`config.mk`:
```
export PLATFORM = sky130hd
export DESIGN_NAME = rv32_register_file_alu_executor
export DESIGN_NICKNAME = d
export VERILOG_FILES = /design/src/rvx_pkg.sv /design/src/rv32_register_file_alu_executor.sv /design/src/rvx_regfile.sv /design/src/rvx_alu.sv
export VERILOG_INCLUDE_DIRS = /design/src /design/src/src
export SDC_FILE = /design/constraint.sdc
export NUM_CORES = 2
export LEC_CHECK = 0
export BUFFER_PORTS_ARGS = -buffer_cell sky130_fd_sc_hd__buf_4
export CAP_MARGIN = 40
export CORE_ASPECT_RATIO = 1.5
export CORE_UTILIZATION = 40
export CTS_CLUSTER_SIZE = 12
export DETAILED_ROUTE_END_ITERATION = 10
export PLACE_DENSITY = 0.62
export SLEW_MARGIN = 20
export SYNTH_ARGS = -nofsm -noshare
export SYNTH_HDL_FRONTEND = slang
export SYNTH_SLANG_ARGS = --single-unit
```
`constraint.sdc`:
```
create_clock -name clk -period 8.81 [get_ports clk]
set_clock_uncertainty 0.2 [all_clocks]
set_input_delay 0.4405 -clock clk [delete_from_list [all_inputs] [get_ports clk]]
set_output_delay 0.4405 -clock clk [all_outputs]
set_load 0.02 [all_outputs]
```
`src/rv32_register_file_alu_executor_assert.svh`:
```
// Assertion macros used by the executor's top-level RTL file.
// Each macro expects a clock named clk and an active-low reset named rst_n in scope.
`ifndef RV32_REGISTER_FILE_ALU_EXECUTOR_ASSERT_SVH
`define RV32_REGISTER_FILE_ALU_EXECUTOR_ASSERT_SVH

// Same-cycle implication, disabled while reset is asserted.
`define RVX_ASSERT_NOW(label, ante, cons, msg) \
  label: assert property (@(posedge clk) disable iff (!rst_n) (ante) |-> (cons)) \
    else $error(msg);

// Next-cycle implication, disabled while reset is asserted.
`define RVX_ASSERT_NEXT(label, ante, cons, msg) \
  label: assert property (@(posedge clk) disable iff (!rst_n) (ante) |=> (cons)) \
    else $error(msg);

`endif

```
`src/rvx_pkg.sv`:
```
// Shared types and codes for the RV32 register file and ALU executor.
// No dependencies; used by every module of the block.
package rvx_pkg;

  localparam int unsigned XLEN      = 32;
  localparam int unsigned REG_AW    = 5;
  localparam int unsigned NUM_REGS  = 32;
  localparam int unsigned SHAMT_W   = 5;
  localparam int unsigned LUI_SHIFT = 12;

  typedef enum logic [4:0] {
    FN_NOP   = 5'd0,
    FN_ADD   = 5'd1,
    FN_SUB   = 5'd2,
    FN_SLL   = 5'd3,
    FN_SLT   = 5'd4,
    FN_SLTU  = 5'd5,
    FN_XOR   = 5'd6,
    FN_SRL   = 5'd7,
    FN_SRA   = 5'd8,
    FN_OR    = 5'd9,
    FN_AND   = 5'd10,
    FN_MUL   = 5'd11,
    FN_ADDI  = 5'd12,
    FN_SLLI  = 5'd13,
    FN_SLTI  = 5'd14,
    FN_SLTIU = 5'd15,
    FN_XORI  = 5'd16,
    FN_SRLI  = 5'd17,
    FN_SRAI  = 5'd18,
    FN_ORI   = 5'd19,
    FN_ANDI  = 5'd20,
    FN_LUI   = 5'd21,
    FN_LI    = 5'd22,
    FN_MV    = 5'd23,
    FN_CLEAR = 5'd24
  } func_t;

  typedef struct packed {
    logic [4:0]        func;
    logic [REG_AW-1:0] dest_reg;
    logic [REG_AW-1:0] src_a_reg;
    logic [REG_AW-1:0] src_b_reg;
    logic signed [XLEN-1:0] immediate;
  } in_item_t;

  typedef struct packed {
    logic [XLEN-1:0] new_value;
    logic [XLEN-1:0] old_value;
    logic            written;
  } out_item_t;

  typedef enum logic [1:0] {
    S_IDLE = 2'd0,
    S_READ = 2'd1,
    S_EXEC = 2'd2
  } state_t;

  // Register file access request for one cycle.
  typedef struct packed {
    logic              re0;
    logic              re1;
    logic [REG_AW-1:0] raddr0;
    logic [REG_AW-1:0] raddr1;
    logic              we;
    logic [REG_AW-1:0] waddr;
    logic [XLEN-1:0]   wdata;
    logic              clr;
  } rf_req_t;

endpackage

```
`src/rv32_register_file_alu_executor.sv`:
```
// Top level of the RV32 integer executor: sequencer, output register, assertions.
// Depends on rvx_pkg, rvx_regfile, rvx_alu and the assertion macro header.
//
// Usage:
//   The input channel (in_valid, in_ready, in_data) carries one operation per
//   transfer: function code, destination, two source registers and a 32-bit
//   immediate. The output channel (out_valid, out_ready, out_data) returns one
//   result per operation: the destination's new and previous value and a flag
//   that tells whether a nonzero destination was updated.
//   Each operation runs in steps: the first reads both source registers
//   from the register file, the second reads the destination's old value on the
//   same read port, the third runs the ALU, writes the register file and loads
//   the output register. The two-port synchronous register file sets these
//   steps, so the block takes a new transfer only after the last one has
//   finished its third step.
//   Reset clears the valid bits of all registers at once, so every register
//   reads zero right after reset; no clearing pass is needed. Clear-all does
//   the same.
//   When the receiver stalls, the result waits in the output register and the
//   next operation still enters and reads its operands; it holds in its last
//   step until the output register frees up, so nothing is lost or repeated.
module rv32_register_file_alu_executor (
  input  logic                  clk,
  input  logic                  rst_n,
  input  logic                  in_valid,
  output logic                  in_ready,
  input  rvx_pkg::in_item_t     in_data,
  output logic                  out_valid,
  input  logic                  out_ready,
  output rvx_pkg::out_item_t    out_data
);
  import rvx_pkg::*;

  `include "rv32_register_file_alu_executor_assert.svh"

  state_t          state_r;
  state_t          state_nxt;
  in_item_t        op_r;
  logic [XLEN-1:0] src_a_r;
  logic            out_valid_r;
  logic            out_valid_nxt;
  out_item_t       out_data_r;
  rf_req_t         rf_req;
  logic [XLEN-1:0] rdata0;
  logic [XLEN-1:0] rdata1;
  logic [XLEN-1:0] alu_res;
  logic            exec_go;
  logic            wr_op;
  logic            written;
  logic            in_fire;

  rvx_regfile u_regfile (
    .clk    (clk),
    .rst_n  (rst_n),
    .req    (rf_req),
    .rdata0 (rdata0),
    .rdata1 (rdata1)
  );

  // In the execute step the first operand sits in src_a_r, the second is still
  // held on read port 1 and the old destination value arrives on read port 0.
  rvx_alu u_alu (
    .func   (op_r.func),
    .src_a  (src_a_r),
    .src_b  (rdata1),
    .imm    (op_r.immediate),
    .result (alu_res)
  );

  assign in_ready = (state_r == S_IDLE);
  assign in_fire  = in_valid && in_ready;

  // Every code from add through clear updates the destination; nop and the
  // unused codes leave the file untouched.
  assign wr_op   = (op_r.func >= FN_ADD) && (op_r.func <= FN_CLEAR);
  assign written = wr_op && (op_r.dest_reg != '0);

  always_comb begin
    state_nxt     = state_r;
    exec_go       = 1'b0;
    out_valid_nxt = out_valid_r && !out_ready;
    rf_req        = '0;
    rf_req.raddr0 = op_r.dest_reg;
    rf_req.raddr1 = in_data.src_b_reg;
    rf_req.waddr  = op_r.dest_reg;
    rf_req.wdata  = alu_res;
    case (state_r)
      S_IDLE: begin
        rf_req.raddr0 = in_data.src_a_reg;
        if (in_fire) begin
          rf_req.re0 = 1'b1;
          rf_req.re1 = 1'b1;
          state_nxt  = S_READ;
        end
      end
      S_READ: begin
        rf_req.re0 = 1'b1;
        state_nxt  = S_EXEC;
      end
      S_EXEC: begin
        if (!out_valid_r || out_ready) begin
          exec_go       = 1'b1;
          out_valid_nxt = 1'b1;
          // Clear-all drops every valid bit, which also zeroes the destination.
          rf_req.clr    = (op_r.func == FN_CLEAR);
          rf_req.we     = written && (op_r.func != FN_CLEAR);
          state_nxt     = S_IDLE;
        end
      end
      default: begin
        state_nxt = S_IDLE;
      end
    endcase
  end

  always_ff @(posedge clk) begin
    if (!rst_n) begin
      state_r     <= S_IDLE;
      out_valid_r <= 1'b0;
    end else begin
      state_r     <= state_nxt;
      out_valid_r <= out_valid_nxt;
    end
  end

  always_ff @(posedge clk) begin
    if (in_fire) begin
      op_r <= in_data;
    end
    if (state_r == S_READ) begin
      src_a_r <= rdata0;
    end
    if (exec_go) begin
      out_data_r.new_value <= written ? alu_res : rdata0;
      out_data_r.old_value <= rdata0;
      out_data_r.written   <= written;
    end
  end

  assign out_valid = out_valid_r;
  assign out_data  = out_data_r;

  `RVX_ASSERT_NEXT(a_accept_reads, in_fire, state_r == S_READ, "accept did not start a read")
  `RVX_ASSERT_NOW(a_no_write_x0, rf_req.we, rf_req.waddr != '0, "write to register zero")
  `RVX_ASSERT_NEXT(a_exec_loads_out, exec_go, out_valid_r, "finished operation lost its result")
  `RVX_ASSERT_NOW(a_unwritten_same, out_valid_r && !out_data_r.written,
    out_data_r.new_value == out_data_r.old_value, "unwritten result changed value")

endmodule

```
`src/rvx_regfile.sv`:
```
// 32 x 32-bit register file: two registered read ports, one write port, clear-all.
// Depends on rvx_pkg.
module rvx_regfile (
  input  logic                            clk,
  input  logic                            rst_n,
  input  rvx_pkg::rf_req_t                req,
  output logic [rvx_pkg::XLEN-1:0]        rdata0,
  output logic [rvx_pkg::XLEN-1:0]        rdata1
);
  import rvx_pkg::*;

  logic [XLEN-1:0]     mem [NUM_REGS];
  logic [NUM_REGS-1:0] vld_r;
  logic [XLEN-1:0]     rdata0_r;
  logic [XLEN-1:0]     rdata1_r;

  // An entry that is not valid reads as zero; its memory word is not reset.
  always_ff @(posedge clk) begin
    if (!rst_n) begin
      vld_r <= '0;
    end else if (req.clr) begin
      vld_r <= '0;
    end else if (req.we) begin
      vld_r[req.waddr] <= 1'b1;
    end
  end

  always_ff @(posedge clk) begin
    if (req.we) begin
      mem[req.waddr] <= req.wdata;
    end
  end

  always_ff @(posedge clk) begin
    if (req.re0) begin
      rdata0_r <= vld_r[req.raddr0] ? mem[req.raddr0] : '0;
    end
    if (req.re1) begin
      rdata1_r <= vld_r[req.raddr1] ? mem[req.raddr1] : '0;
    end
  end

  assign rdata0 = rdata0_r;
  assign rdata1 = rdata1_r;

endmodule

```
`src/rvx_alu.sv`:
```
// Integer ALU for the register, immediate and move operations.
// Depends on rvx_pkg.
module rvx_alu (
  input  logic [4:0]                   func,
  input  logic [rvx_pkg::XLEN-1:0]     src_a,
  input  logic [rvx_pkg::XLEN-1:0]     src_b,
  input  logic [rvx_pkg::XLEN-1:0]     imm,
  output logic [rvx_pkg::XLEN-1:0]     result
);
  import rvx_pkg::*;

  logic [XLEN-1:0]    opb;
  logic [SHAMT_W-1:0] shamt;
  logic [2*XLEN-1:0]  prod;

  // Immediate forms take the immediate in place of the second register.
  assign opb   = (func >= FN_ADDI) ? imm : src_b;
  assign shamt = opb[SHAMT_W-1:0];
  assign prod  = src_a * src_b;

  always_comb begin
    case (func)
      FN_ADD, FN_ADDI:   result = src_a + opb;
      FN_SUB:            result = src_a - opb;
      FN_SLL, FN_SLLI:   result = src_a << shamt;
      FN_SLT, FN_SLTI:   result = {{(XLEN-1){1'b0}}, ($signed(src_a) < $signed(opb))};
      FN_SLTU, FN_SLTIU: result = {{(XLEN-1){1'b0}}, (src_a < opb)};
      FN_XOR, FN_XORI:   result = src_a ^ opb;
      FN_SRL, FN_SRLI:   result = src_a >> shamt;
      FN_SRA, FN_SRAI:   result = XLEN'($signed(src_a) >>> shamt);
      FN_OR, FN_ORI:     result = src_a | opb;
      FN_AND, FN_ANDI:   result = src_a & opb;
      FN_MUL:            result = prod[XLEN-1:0];
      FN_LUI:            result = {imm[XLEN-LUI_SHIFT-1:0], {LUI_SHIFT{1'b0}}};
      FN_LI:             result = imm;
      FN_MV:             result = src_a;
      default:           result = '0;
    endcase
  end

endmodule
```
## Word-level counts from Yosys, hierarchy flattened

Memories as Yosys holds them, arrays and structs flattened. A register that Yosys moved wholly into a read port is not among the register bits.
Cells that the tools add are included.

| word-level totals | value |
|---|---|
| RAM bits | 1,024 |
| register bits | 174 |
| word-level logic and storage cells | 109 |
| memories | 1 |
| input bits | 56 |

Memories:

| memory | depth | width | rd ports | clocked after memory_dff | wr ports | line | source |
|---|---|---|---|---|---|---|---|
| u_regfile.mem | 32 | 32 | 2 | 2 | 1 | rvx_regfile.sv:12 | `logic [XLEN-1:0] mem [NUM_REGS];` |

| operators by class | value |
|---|---|
| mux-type cells | 25 |
| reduce and logical (&&, ||, !) cells | 24 |
| shift-type cells | 3 |
| order comparisons | 9 |
| multipliers | 1 |
| bitwise logic cells | 5 |
| eq/ne operators | 29 |
| add/subtract/negate cells | 2 |

Operator list:

| cell | number |
|---|---|
| $pmux 32 s14 | 1 |
| $lt 32x32->1 | 2 |
| $mux 32 | 2 |
| $or 32x32->32 | 2 |
| $eq 5x5->1 const B | 9 |
| $eq 5x4->1 const B | 8 |
| $add 32x32->32 | 1 |
| $and 32x32->32 | 1 |
| $mul 32x32->32 | 1 |
| $shl 32x5->32 | 1 |
| $shr 32x5->32 | 1 |
| $sshr 32x5->32 | 1 |
| $sub 32x32->32 | 1 |
| $xor 32x32->32 | 1 |
| $eq 5x3->1 const B | 4 |
| $reduce_or 2->1 | 10 |
| $lt 5x6->1 const B | 3 |
| $mux 1 | 13 |
| $bmux 1 s5 | 2 |
| $eq 5x2->1 const B | 2 |
| $ge 5x1->1 const B | 2 |
| $logic_and 1x1->1 | 6 |
| $mux 2 | 3 |
| $mux 6 | 1 |
| 17 further kinds | 20 |

## Longest topological paths before layout

| logic depth | value |
|---|---|
| depth in word-level cells | 8 |
| gate-level depth with buffers | 29 |
| gate-level depth less buffers | 26 |

## Hierarchy

From an unflattened synthesis, not the netlist that was laid out.

| unflattened totals | value |
|---|---|
| cells, all modules | 6,666 |
| area total of the unflattened synthesis | 82,853.2 µm² |

Modules (own cells, without submodules):

| module | sequential area each (µm²) | area an instance (µm²) | cells an instance | instances |
|---|---|---|---|---|
| rvx_regfile | 33,311.9 | 51,763.4 | 3,045 | 1 |
| rvx_alu | 0.0 | 25,539.5 | 3,296 | 1 |
| rv32_register_file_alu_executor | 4,234.1 | 5,550.3 | 325 | 1 |

## Worst setup path before layout

OpenSTA, ideal clock, no wires.

| timing path | value |
|---|---|
| path kind | reg2reg |
| from | register src_a_r[8] |
| to | register out_data_r, in the netlist out_data[63] (data pin) |
| setup slack | 0.739 ns |
| arrival | 7.733 ns |
| required time | 8.472 ns |
| stages on the path, launching flop included | 28 |
| buffers on the path | 2 |
| path through | edfxtp_1 -> clkbuf_1 -> clkbuf_1 -> nand2_1 -> fa_1 -> inv_1 -> fa_1 -> fa_1 -> inv_1 -> fa_1 -> inv_1 -> fa_1 -> inv_1 -> fa_1 -> inv_1 -> fa_1 -> fa_1 -> ha_1 -> a21o_1 -> a21o_1 -> a21oi_1 -> nor2_1 -> a211oi_1 -> o31ai_1 -> a21oi_1 -> mux2i_1 -> o211ai_1 -> mux2_2 |

| between the ends | value |
|---|---|
| cells in the longest elaborated chain, start to end | 3 |
| elaborated cells on any way between the ends | 8 |
| those cells by class | add/sub (2); mul (1); shift (3); mux (2) |

Ends and longest elaborated chain:

| what | line | source |
|---|---|---|
| from (decl) | rv32_register_file_alu_executor.sv:39 | `logic [XLEN-1:0] src_a_r;` |
| from (signal assigned) | rv32_register_file_alu_executor.sv:131 | `src_a_r <= rdata0;` |
| $mul 32x32->32, or another cell as far along | rvx_alu.sv:19 | `assign prod = src_a * src_b;` |
| $pmux 32 s14 * | rvx_alu.sv:22 | `case (func)` |
| net alu_res[30] | rv32_register_file_alu_executor.sv:46 | `logic [XLEN-1:0] alu_res;` |
| $mux 32 * | rv32_register_file_alu_executor.sv:134 | `out_data_r.new_value <= written ? alu_res : rdata0;` |
| to (decl) | rv32_register_file_alu_executor.sv:42 | `out_item_t out_data_r;` |

Mark *: on every way through the listed nets, which the timed path passes. The rest lies on a longest branch.
A chain may end at the register's enable or synchronous reset.

## Worst setup path in the final report

| timing path | value |
|---|---|
| from | register src_a_r[17] |
| to | memory u_regfile.mem[8][28] (data pin) |

| between the ends | value |
|---|---|
| cells in the longest elaborated chain, start to end | 2 |
| elaborated cells on any way between the ends | 7 |
| those cells by class | add/sub (2); mul (1); shift (3); mux (1) |

Ends and longest elaborated chain:

| what | line |
|---|---|
| $mul 32x32->32, or another cell as far along | rvx_alu.sv:19 |
| $pmux 32 s14 * | rvx_alu.sv:22 |
| net alu_res[28] | rv32_register_file_alu_executor.sv:46 |
| to (decl) | rvx_regfile.sv:12 |

Marks and branches as above.

==> impl_metrics.json <==
{
  "cts_tree": "done",
  "routed_via_density": 6.424,
  "coreArea_um2": 201900,
  "start_kind": "flop",
  "final_cell_mix": "edfxtp_1 (1227), mux4_2 (639), nand2_1 (614)",
  "ios": 123,
  "path_class": "reg -> reg",
  "fin_crit_ns": 8.587,
  "max_stage_delay_ns": 0.65,
  "ant_nets": 0,
  "finalInstanceArea_um2": 91340,
  "grt_overflow": 0,
  "ys.flop_type": "edfxtp_1",
  "drv_cap": 0,
  "placed_area_um2": 87140,
  "synth_edf_count": 1227,
  "ir_drop_v": 0.0007789,
  "start_util": 0.4027,
  "drive_gt1_frac": 0.2246,
  "cp_top_family": "adder cells",
  "cts_made_buffers": 121,
  "finalSetupViolCount": 0,
  "worstRegToRegCells": 23,
  "yosysWarnings": 0,
  "grt_max_degree": 123,
  "ys_ff_latch": 1262,
  "routabilityCongestion": 1.074,
  "finalHoldViolCount": 0,
  "cp_common_cell": "fa_1",
  "power_density_nw_per_um2": 338.9,
  "insertion_delay_ns": 0.78,
  "clk_path_buf_depth": 3,
  "final_nets": 6796,
  "period_share": 0.9747,
  "synth.distinct_cells": 89,
  "die_area_um2": 205100,
  "area.growth.synth_to_final_pct": 12.33,
  "antenna_found_initial": 19,
  "final_common_cell": "edfxtp_1",
  "rsz0062_at_grt": "false",
  "path_buf_inv": 5,
  "yosys.area_share.simple": 0.08474,
  "clock_sinks": 1262,
  "synth_xor_area_frac": 0.01002,
  "crit_required_ns": 9.08,
  "firstDrtPassIters": 6,
  "path_cells": "buf_4 > and2_1 > fa_1 > fa_1 > inv_1 > fa_1 > fa_1 > inv_1 > fa_1 > fa_1 > fa_1 > fa_1 > ha_1 > nand2b_1 > nor2_1 > a21oi_2 > o22ai_1 > nor4_2 > clkdlybuf4s18_2 > o41ai_1 > a2111oi_2 > o211ai_1 > buf_4",
  "synthTopCellsByArea": "edfxtp_1 (45%), mux4_2 (18%), fa_1 (10%)",
  "track_usage": 0.2978,
  "async_reset_ff_frac": 0,
  "dp_hpwl_um": 211500,
  "critPathSlowestCell": "edfxtp_1",
  "row_count": 202,
  "synth_compound_area_frac": 0.06226,
  "power_uw": 30950,
  "grt_pass1_wl_um": 433100,
  "io_buffers": 122,
  "die_y_um": 554.2,
  "tightestPinTransition_ns": 0.9816,
  "maxSlewHeadroom": 0.3456,
  "nFillCells": 17750,
  "clockRootBuffer": "clkbuf_16",
  "endpoint_kind": "flop",
  "path_depth": 23,
  "htree_levels": 3,
  "synth_top_area_cell": "edfxtp_1",
  "grt_pass1_vias": 58610,
  "p_leak_uw": 0.03320,
  "crit_path_max_fanout": 32,
  "holdCritPathClass": "in -> reg",
  "route.detailed.drc": 0,
  "critPathArrivalTime_ns": 8.86,
  "syn_area_um2": 81310,
  "wl_per_cell_um": 34.78,
  "synth_top_family_by_area": "multiplexers",
  "setup-tns-final_ns": 0,
  "syn_area_per_cell_um2": 13.72,
  "yosysSeqAreaShare": 0.4617,
  "synthAdderAreaFrac": 0.1348,
  "max_freq_mhz": 116.5,
  "worstHoldPathCells": 3,
  "synth_top_area_frac": 0.4531,
  "synth.mux.area_fraction": 0.2027,
  "routed_wl_um": 307400,
  "die_x_um": 370.1,
  "via_count": 56770,
  "maxSlewViolCount": 0,
  "syn_inst": 5925,
  "clk_pin_slew_worst_paths_ns": 0.07,
  "status": "finished clean",
  "drtIter0Drc": 6727
}
-- path summary, 6_finish.rpt --
kind         slack [ns]                   end           startpoint
max reg2reg        0.22  u_regfile.mem[8][28]          src_a_r[17]
min reg2reg        0.28   u_regfile.vld_r[30]  u_regfile.vld_r[30]
max                0.22  u_regfile.mem[8][28]          src_a_r[17]
min                0.19  u_regfile.rdata1[11]          in_data[36]
-- final cells by class --
cell class | count | area, µm² | share of cell area
timing repair buffer | 470 | 4303 | 0.04711
clock buffer | 169 | 3283 | 0.03594
inverter | 473 | 1780 | 0.01949
sequential | 1262 | 37550 | 0.4111
tap | 2652 | 3318 | 0.03633
multi-input combinational | 3782 | 40850 | 0.4473
antenna | 10 | 25.02 | 0.0002740
clock inverter | 20 | 231.5 | 0.002534
-- routing by layer --
layer	vias up	routed length [µm]	GRT usage
li1	22430	-	-
met4	8	26080	0.2138
met3	958	26160	0.05010
met2	3664	152300	0.5047
met5	-	51	0
met1	29710	102800	0.3393
-- state kept, by name, indices dropped and copies added (netlist names) --
| register | count |
|---|---|
| out_data | 65 |
| op_r | 42 |
| u_regfile.vld_r | 32 |
| out_valid | 1 |
| u_regfile.rdata0 | 32 |
| src_a_r | 32 |
| u_regfile.mem | 1024 |
| u_regfile.rdata1 | 32 |
| state_r | 2 |
-- kinds of logic (layout without fill, tap and decap cells) --
group,count (synthesis),in the layout
AO/OA/AOI/OAI,730,730
buffers and inverters,912,1132
other,1,42
multiplexers,834,834
flip-flops,1262,1262
AND/OR/NAND/NOR,1463,1463
XOR/XNOR,93,93
adder cells (fa/ha/maj),630,630
-- cell usage after synthesis (all sizes together) (36+ instances only) --
master  instances
mux4          639
a21oi         140
nand3         109
xnor2          67
a22oi          36
nor2          243
nand2         614
edfxtp       1227
o21ai         113
clkbuf        304
and3           44
inv           473
a311oi         36
ha            220
mux2           84
and2          318
a31oi          54
buf           135
mux2i         111
o21a           44
fa            410
-- what timing repair did --
item	CTS	global route
setup buffers	3	1
gates resized for setup	0	3
hold endpoints to repair	45	0
hold buffers	46	0
endpoints found under the setup margin	33	97
-- worst reg2reg max path, cell delays in order, from the launching register on --
cell and delay [ns]:
edfxtp_1 0.65, buf_4 0.33, and2_1 0.19, fa_1 0.45, fa_1 0.56, inv_1 0.06
fa_1 0.49, fa_1 0.58, inv_1 0.08, fa_1 0.56, fa_1 0.47, fa_1 0.47
fa_1 0.60, ha_1 0.24, nand2b_1 0.15, nor2_1 0.06, a21oi_2 0.28, o22ai_1 0.17
nor4_2 0.28, clkdlybuf4s18_2 0.32, o41ai_1 0.11, a2111oi_2 0.41, o211ai_1 0.25, buf_4 0.31
-- through the flow --
stage	instances	setup slack (ns)	utilization	hold slack (ns)
after floorplan	5956	0.7392	-	0.2408
after global placement	8540	-0.4838	0.4278	0.2574
after detailed placement	8579	-0.1311	0.4315	0.2713
after CTS	8817	0.01208	0.4513	0.1310
after global routing	8829	0.009935	0.4522	0.1622
final	8838	0.2232	0.4523	0.1917
-- power by group --
group / leakage [µW] / internal, µW / switching [µW]
Clock: 0.00170 / 2630 / 2290
Sequential: 0.0115 / 7360 / 180
Combinational: 0.0200 / 6820 / 11700
Total: 0.0332 / 16800 / 14100
Power figures use the tool's default switching activity.
